$ cat config.mk
export PLATFORM = sky130hd
export DESIGN_NAME = page_table_walker
export DESIGN_NICKNAME = d
export VERILOG_FILES = /design/src/ptw_pkg.sv /design/src/page_table_walker.sv /design/src/ptw_walk.sv /design/src/ptw_obuf.sv
export SDC_FILE = /design/constraint.sdc
export NUM_CORES = 1
export LEC_CHECK = 0
export BUFFER_PORTS_ARGS = -buffer_cell sky130_fd_sc_hd__buf_2
export CAP_MARGIN = 20
export CELL_PAD_IN_SITES_DETAIL_PLACEMENT = 2
export CELL_PAD_IN_SITES_GLOBAL_PLACEMENT = 2
export CORE_UTILIZATION = 36
export DETAILED_ROUTE_END_ITERATION = 8
export GPL_ROUTABILITY_DRIVEN = 1
export PLACE_DENSITY_LB_ADDON = 0.1
export SYNTH_ARGS = -nofsm -noshare
export SYNTH_HDL_FRONTEND = slang
export SYNTH_HIERARCHICAL = 1
export SYNTH_SLANG_ARGS = --single-unit
export TNS_END_PERCENT = 10
$ cat constraint.sdc
create_clock -name i_clk -period 9.4 [get_ports i_clk]
set_clock_uncertainty 0.1 [all_clocks]
set_input_delay 0.47 -clock i_clk [delete_from_list [all_inputs] [get_ports i_clk]]
set_output_delay 0.47 -clock i_clk [all_outputs]
set_load 0.005 [all_outputs]
$ cat src/ptw_pkg.sv
// Shared types and constants for the page table walker.
package ptw_pkg;

    localparam int VA_W     = 48;
    localparam int PA_W     = 32;
    localparam int LEVELS_W = 3;
    localparam int IN_W     = 88;  // 48 + 3 + 32 = 83 bits, padded to whole bytes
    localparam int IDX_W    = 9;

    localparam int SHIFT_L1 = 39;
    localparam int SHIFT_L2 = 30;
    localparam int SHIFT_L3 = 21;
    localparam int SHIFT_L4 = 12;

    localparam logic [LEVELS_W-1:0] SHORT_WALK_LEVELS = 3'd3;

    typedef enum logic [1:0] {
        ST_READ   = 2'd0,
        ST_DONE   = 2'd1,
        ST_REJECT = 2'd2
    } t_status;

    typedef enum logic [2:0] {
        WS_IDLE = 3'd0,
        WS_L1   = 3'd1,
        WS_L2   = 3'd2,
        WS_L3   = 3'd3,
        WS_L4   = 3'd4
    } t_walk_step;

    typedef enum logic {
        KIND_REQUEST = 1'b0,
        KIND_REPLY   = 1'b1
    } t_kind;

    typedef struct packed {
        t_status           status;
        logic [PA_W-1:0]   address;
    } t_result;

    // Entry address: entry masked to 4 KB plus index times 8 (never carries into bit 12)
    function automatic logic [PA_W-1:0] entry_addr(input logic [PA_W-1:0] entry,
                                                   input logic [IDX_W-1:0] idx);
        entry_addr = {entry[PA_W-1:12], idx, 3'b000};
    endfunction

endpackage

$ cat src/page_table_walker.sv
// Top level of the page table walker: stream ports, walk step and result buffer.
// The walk step is a single mask-and-concatenate pass; the result buffer registers
// its result for m_axis. Throughput: one item per cycle while s_axis_tready is high.
// A two-entry result buffer keeps s_axis_tready high while one result stalls.
// Reset (i_rst_n low at a clock edge) clears the walk to idle, table_base to zero,
// and empties the result buffer.
module page_table_walker (
    input  logic                       i_clk,
    input  logic                       i_rst_n,
    input  logic                       i_cfg_wr_en,
    input  logic [ptw_pkg::PA_W-1:0]   i_cfg_wr_data,
    input  logic                       s_axis_tvalid,
    output logic                       s_axis_tready,
    // [47:0] virtual_address, [50:48] walk_levels, [82:51] read_data, [87:83] zero
    input  logic [ptw_pkg::IN_W-1:0]   s_axis_tdata,
    // [0] kind
    input  logic                       s_axis_tuser,
    output logic                       m_axis_tvalid,
    input  logic                       m_axis_tready,
    // [31:0] address
    output logic [ptw_pkg::PA_W-1:0]   m_axis_tdata,
    // [1:0] status
    output logic [1:0]                 m_axis_tuser
);
    import ptw_pkg::*;

    logic    w_accept;
    t_result w_result, w_out;

    assign w_accept = s_axis_tvalid && s_axis_tready;

    ptw_walk u_walk (
        .i_clk         (i_clk),
        .i_rst_n       (i_rst_n),
        .i_cfg_wr_en   (i_cfg_wr_en),
        .i_cfg_wr_data (i_cfg_wr_data),
        .i_accept      (w_accept),
        .i_kind        (s_axis_tuser),
        .i_vaddr       (s_axis_tdata[VA_W-1:0]),
        .i_levels      (s_axis_tdata[VA_W +: LEVELS_W]),
        .i_read_data   (s_axis_tdata[VA_W+LEVELS_W +: PA_W]),
        .o_result      (w_result)
    );

    ptw_obuf u_obuf (
        .i_clk   (i_clk),
        .i_rst_n (i_rst_n),
        .i_valid (w_accept),
        .i_data  (w_result),
        .o_ready (s_axis_tready),
        .o_valid (m_axis_tvalid),
        .o_data  (w_out),
        .i_ready (m_axis_tready)
    );

    assign m_axis_tdata = w_out.address;
    assign m_axis_tuser = w_out.status;

endmodule

$ cat src/ptw_walk.sv
// Walk state machine and per-item translation step.
module ptw_walk (
    input  logic                         i_clk,
    input  logic                         i_rst_n,
    input  logic                         i_cfg_wr_en,
    input  logic [ptw_pkg::PA_W-1:0]     i_cfg_wr_data,
    input  logic                         i_accept,
    input  logic                         i_kind,
    input  logic [ptw_pkg::VA_W-1:0]     i_vaddr,
    input  logic [ptw_pkg::LEVELS_W-1:0] i_levels,
    input  logic [ptw_pkg::PA_W-1:0]     i_read_data,
    output ptw_pkg::t_result             o_result
);
    import ptw_pkg::*;

    t_walk_step      r_step, n_step;
    logic [VA_W-1:0] r_vaddr, n_vaddr;
    logic            r_short, n_short;
    logic [PA_W-1:0] r_table_base;

    // Next state
    always_comb begin
        n_step  = r_step;
        n_vaddr = r_vaddr;
        n_short = r_short;
        if (i_kind == KIND_REQUEST) begin
            if (r_step == WS_IDLE) begin
                n_step  = WS_L1;
                n_vaddr = i_vaddr;
                n_short = (i_levels == SHORT_WALK_LEVELS);
            end
        end else begin
            case (r_step)
                WS_L1:   n_step = WS_L2;
                WS_L2:   n_step = WS_L3;
                WS_L3:   n_step = r_short ? WS_IDLE : WS_L4;
                WS_L4:   n_step = WS_IDLE;
                default: n_step = r_step;
            endcase
        end
    end

    // Result of this item
    always_comb begin
        o_result.status  = ST_REJECT;
        o_result.address = '0;
        if (i_kind == KIND_REQUEST) begin
            if (r_step == WS_IDLE) begin
                o_result.status  = ST_READ;
                o_result.address = entry_addr(r_table_base, i_vaddr[SHIFT_L1 +: IDX_W]);
            end
        end else begin
            case (r_step)
                WS_L1: begin
                    o_result.status  = ST_READ;
                    o_result.address = entry_addr(i_read_data, r_vaddr[SHIFT_L2 +: IDX_W]);
                end
                WS_L2: begin
                    o_result.status  = ST_READ;
                    o_result.address = entry_addr(i_read_data, r_vaddr[SHIFT_L3 +: IDX_W]);
                end
                WS_L3: begin
                    if (r_short) begin
                        o_result.status  = ST_DONE;
                        o_result.address = {i_read_data[PA_W-1:SHIFT_L3],
                                            r_vaddr[SHIFT_L3-1:0]};
                    end else begin
                        o_result.status  = ST_READ;
                        o_result.address = entry_addr(i_read_data,
                                                      r_vaddr[SHIFT_L4 +: IDX_W]);
                    end
                end
                WS_L4: begin
                    o_result.status  = ST_DONE;
                    o_result.address = {i_read_data[PA_W-1:SHIFT_L4],
                                        r_vaddr[SHIFT_L4-1:0]};
                end
                default: begin
                    o_result.status  = ST_REJECT;
                    o_result.address = '0;
                end
            endcase
        end
    end

    always_ff @(posedge i_clk) begin
        if (!i_rst_n) begin
            r_step       <= WS_IDLE;
            r_vaddr      <= '0;
            r_short      <= 1'b0;
            r_table_base <= '0;
        end else begin
            if (i_accept) begin
                r_step  <= n_step;
                r_vaddr <= n_vaddr;
                r_short <= n_short;
            end
            if (i_cfg_wr_en) begin
                r_table_base <= i_cfg_wr_data;
            end
        end
    end

endmodule

$ cat src/ptw_obuf.sv
// Result register with a skid stage so input can be taken while output stalls.
module ptw_obuf (
    input  logic             i_clk,
    input  logic             i_rst_n,
    input  logic             i_valid,
    input  ptw_pkg::t_result i_data,
    output logic             o_ready,
    output logic             o_valid,
    output ptw_pkg::t_result o_data,
    input  logic             i_ready
);
    import ptw_pkg::*;

    logic    r_out_valid, r_skid_valid;
    t_result r_out, r_skid;
    logic    w_out_free;

    assign o_ready    = !r_skid_valid;
    assign o_valid    = r_out_valid;
    assign o_data     = r_out;
    assign w_out_free = !r_out_valid || i_ready;

    always_ff @(posedge i_clk) begin
        if (!i_rst_n) begin
            r_out_valid  <= 1'b0;
            r_skid_valid <= 1'b0;
        end else begin
            if (w_out_free) begin
                // skid valid means no item was accepted this cycle
                r_out_valid  <= r_skid_valid || i_valid;
                r_skid_valid <= 1'b0;
            end else if (i_valid) begin
                r_skid_valid <= 1'b1;
            end
        end
    end

    always_ff @(posedge i_clk) begin
        if (w_out_free) begin
            r_out <= r_skid_valid ? r_skid : i_data;
        end
        if (!w_out_free && i_valid) begin
            r_skid <= i_data;
        end
    end

endmodule

## After elaboration in Yosys (flattened, before gate mapping)

Index checks and enable logic that the tools add are counted.

- Eq/ne operators: 6
- Multiplexer cells: 9
- Bitwise logic cells: 2
- Reduce and logical (&&, ||, !) cells: 12

Operator list:

| operator | count |
|---|---|
| 34-bit one-hot mux with 4 select lines | 1 |
| 34-bit two-way mux | 3 |
| 33-bit two-way mux | 1 |
| 3-bit one-hot mux with 4 select lines | 1 |
| 3-bit by 2-bit equality test with 1-bit output (second input constant) | 3 |
| 3-bit two-way mux | 3 |
| 3-bit AND reduction | 2 |
| 5-bit by 1-bit inequality test with 1-bit output (second input constant) | 1 |
| 3-bit by 1-bit equality test with 1-bit output (second input constant) | 1 |
| 3-bit equality test (second input constant) | 1 |
| 1-bit logical NOT | 3 |
| 3-bit logical NOT | 1 |
| 1-bit logical AND | 2 |
| 1-bit logical OR | 2 |
| 1-bit NOT | 2 |
| 2-bit nonzero test | 1 |
| 2-bit OR reduction | 1 |

- Bits in registers: 145
- Bits of input ports: 126
- Output and inout port bits: 36
- Logic and storage cells: 39

## Depth between registers and ports, before layout

- Word-level depth: 4
- Gate-level depth with buffers: 10
- Depth with buffers taken out: 6

## Hierarchy

The synthesis kept the hierarchy.

Modules (own cells, without submodules):

| module | instances | cells each | area an instance (µm²) | sequential area each (µm²) |
|---|---|---|---|---|
| ptw_walk | 1 | 371 | 3133.0 | 1261.2 |
| ptw_obuf | 1 | 115 | 2685.1 | 2082.0 |
| page_table_walker | 1 | 1 | 6.3 | 0.0 |

## Worst setup path before layout

No wires, ideal clock.

- Path type: input-to-reg
- Start point: input port m_axis_tready
- End point: register u_obuf/r_skid[0] (netlist bit), enable pin
- Library setup time: 0.425 ns
- Arrival: 2.930 ns
- Required time: 8.875 ns
- Path slack: 5.945 ns
- Stages on the path: 2
- Path buffers: 0
- Cells stage by stage: nand2b_1 > nor2_1

- Longest elaborated chain between the ends: 3

Ends and longest elaborated chain:

| item | line | source |
|---|---|---|
| start: declaration | page_table_walker.sv:19 | `input logic m_axis_tready,` |
| 1-bit logical OR | ptw_obuf.sv:21 | `assign w_out_free = !r_out_valid \|\| i_ready;` |
| 1-bit logical NOT | ptw_obuf.sv:42 | `if (!w_out_free && i_valid) begin` |
| 1-bit logical AND | ptw_obuf.sv:42 |  |
| end signal: assignment | ptw_obuf.sv:43 | `r_skid <= i_data;` |
| end: declaration | ptw_obuf.sv:15 | `t_result r_out, r_skid;` |

Every way passes these cells.
A chain may end at the register's enable or synchronous reset.

==> metrics.yaml <==
status:
  outcome: "finished clean"
synthesis:
  avgSynthCellArea_um2: 11.96
  synth_edf_count: 68
  yosysSeqAreaShare_pct: 57.40
  async_reset_ff_share_pct: 0
  syn_nets: 613
  postSynthCellCount: 487
  synth_top_flop_cell: "edfxtp_1"
  ys_ff_latch: 133
  synth_cell_types: 39
  yosysWarnings: 6
  netlist_area_um2: 5824
global_route:
  use_met1_pct: 24.36
  use_met3_pct: 4.542
  grt_pass1_vias: 4533
  antenna_found_initial: 1
  grt.busiest_layer: "met2"
  grt_max_degree: 66
  grt_pass1_wl_um: 25120
  overflow: 0
  grt_use_total_pct: 20.60
  grt_util_met2_pct: 36.97
worst_setup_path:
  rr_startpoint: "u_walk/r_step[2]"
  cp_max_fo: 23
  arrival_ns: 2.65
  r2r_end: "u_obuf/o_data[17]"
  max_stage_delay_ns: 0.80
  worstPathCellList: "and4b_1, and2_1, a222oi_1, inv_1, mux2_4"
  path_delay_family: "flip-flops"
  crit_required_ns: 9.47
  r2r_cells: 5
  crit_type: "reg2reg"
  rrSetupSlack_ns: 6.82
  cpMaxStageDelayCell: "dfxtp_1"
  cp-start-kind: "flip-flop"
  cp-end-kind: "flip-flop"
  cp_num_buf_inv: 1
cts:
  cts.repair.resized: 0
  root_buffer: "clkbuf_16"
  clkLatencyLatePin_ns: 0.42
  numCtsBuffers: 17
  clkTransAtPathRegs_ns: 0.06
  post-cts-setup-buffer-count: 0
  cts_tree: "yes"
  cts_hold_buf: 0
  clk_path_buf_depth: 2
  clock_sinks: 133
  cts.htree.levels: 4
cells_and_area:
  layout-drive-gt1-share_pct: 33.50
  stdcell_count: 835
  layout_common_cells: "buf_2, nand2_1, edfxtp_1"
  finalInstanceArea_um2: 7232
  fin_nets: 731
  fillers: 1637
  layout_commonest_cell: "buf_2"
  area_delta_synth_final_pct: 24.17
die:
  die_h_um: 129.2
  pin_count: 162
  die_area_um2: 16690
  placementRows: 46
  initial_utilization_pct: 36.80
  die_w_um: 129.2
  core_area_um2: 15830
placement:
  dpl.cell_count: 802
  place_area_um2: 6593
  dp_hpwl_um: 11360
  place_congestion: 0.7719
  io_buffer_count: 132
drt:
  postRouteAntennaNets: 0
  routedWlPerCell_um: 19.99
  vias: 4250
  drc_errors: 0
  dr.first_iter.drc_count: 231
  first_pass_iters: 4
  drt_wl_total_um: 16690
  viasPerCell: 5.090
sta:
  slew_headroom_pct: 28.56
  max_freq_mhz: 387.4
  period_share_pct: 27.46
  hold_viol: 0
  slew_viol_final: 0
  setup_viol: 0
  min_period_ns: 2.581
  rsz0062_at_grt: "no"
  worst_pin_slew_ns: 1.069
  fin_tns_setup_ns: 0
worst_hold_path:
  whs_endpoint: "u_walk/r_vaddr[16]"
  hold_depth: 3
  hp-class: "in2reg"
  hp-start: "s_axis_tdata[16]"
power:
  p_leak_nw: 2.962
  vdd.ir_drop.worst_uv: 123.3
  power_density_nw_per_um2: 208.7
flow_run:
  drv_cap: 0
-- registers in the layout, summed over array words and instances, names as in the netlist --
signal / cells
u_walk/r_vaddr: 39
u_obuf/o_data: 34
u_obuf/r_skid: 34
u_walk/r_table_base: 20
u_walk/r_step: 3
u_obuf/o_valid: 1
u_obuf/r_skid_valid: 1
u_walk/r_short: 1
-- metal layers --
layer	vias to the layer above	wire, um
met2	101	8861
met3	12	592
met4	0	162
met1	2131	7078
met5	-	0
li1	2006	-
-- metrics by stage --
step                util [%]  power, mW  setup slack [ns]  hold slack [ns]
floorplan                  -     0.7436             5.945           0.3390
global placement       41.65     0.7956             6.650           0.3570
detailed placement     41.65     0.8048             6.566           0.3681
CTS                    45.68      1.531             6.852           0.1844
global route           45.69      1.567             6.679           0.2031
finish                 45.69      1.510             6.819           0.2056
-- worst max path at each step --
stage               slack (ns)  depth (start not counted)                 to             start
floorplan                 5.95                          2   u_obuf/r_skid[0]     m_axis_tready
global placement          6.65                          3  u_obuf/r_skid[16]     m_axis_tready
detailed placement        6.57                          3  u_obuf/r_skid[16]     m_axis_tready
CTS                       6.85                          5  u_obuf/o_data[19]  u_walk/r_step[2]
global route              6.68                          5  u_obuf/o_data[17]  u_walk/r_step[2]
finish                    6.82                          5  u_obuf/o_data[17]  u_walk/r_step[2]
-- power breakdown --
group	internal (mW)	leakage [nW]	total, mW	switching (mW)
sequential	0.646	1.24	0.663	0.0173
clock	0.469	0.302	0.717	0.248
combinational	0.0624	1.42	0.130	0.0674
total	1.18	2.96	1.51	0.332
-- synthesized netlist by cell type (all sizes together), types with 2 or more instances --
cell | n | area, um2
nand2 | 93 | 349.1
edfxtp | 68 | 2042
dfxtp | 65 | 1301
a21boi | 43 | 322.8
mux2 | 34 | 488.0
mux2i | 26 | 260.3
nor2b | 24 | 150.1
clkbuf | 21 | 78.83
a22o | 20 | 175.2
buf | 16 | 131.4
inv | 11 | 41.29
a22oi | 10 | 75.07
a222oi | 9 | 90.09
o21ai | 8 | 40.03
o221ai | 6 | 52.55
nor2 | 5 | 21.27
and2 | 4 | 25.02
and3 | 4 | 25.02
o211ai | 3 | 22.52
nand3 | 2 | 10.01
nor3b | 2 | 25.02
or3 | 2 | 12.51
-- cells by family after synthesis --
group,count (synthesis),synth area share [%]
mux,60,12.85
simple gates,145,11.79
xor+xnor,1,0.1504
buf+inv,48,4.318
compound gates,100,13.49
flops,133,57.40
-- cell type report --
cell class | instances | area (um2) | share of cell area, %
multi-input cells | 306 | 2246 | 31.06
well taps | 216 | 270.3 | 3.737
flip-flops and latches | 133 | 3344 | 46.25
clock buffers | 18 | 429.2 | 5.934
repair buffers | 136 | 690.7 | 9.550
diodes | 1 | 2.502 | 0.03460
clock inverters | 14 | 207.7 | 2.872
inverters | 11 | 41.29 | 0.5709
-- worst register-to-register path, delay by kind of cell (launching register included) --
kind | cells | cell delay [ns]
flops | 1 | 0.80
simple gates | 2 | 0.64
compound gates | 1 | 0.39
mux | 1 | 0.28
buf+inv | 1 | 0.13
Note: power is estimated with default switching activity, not from simulation.
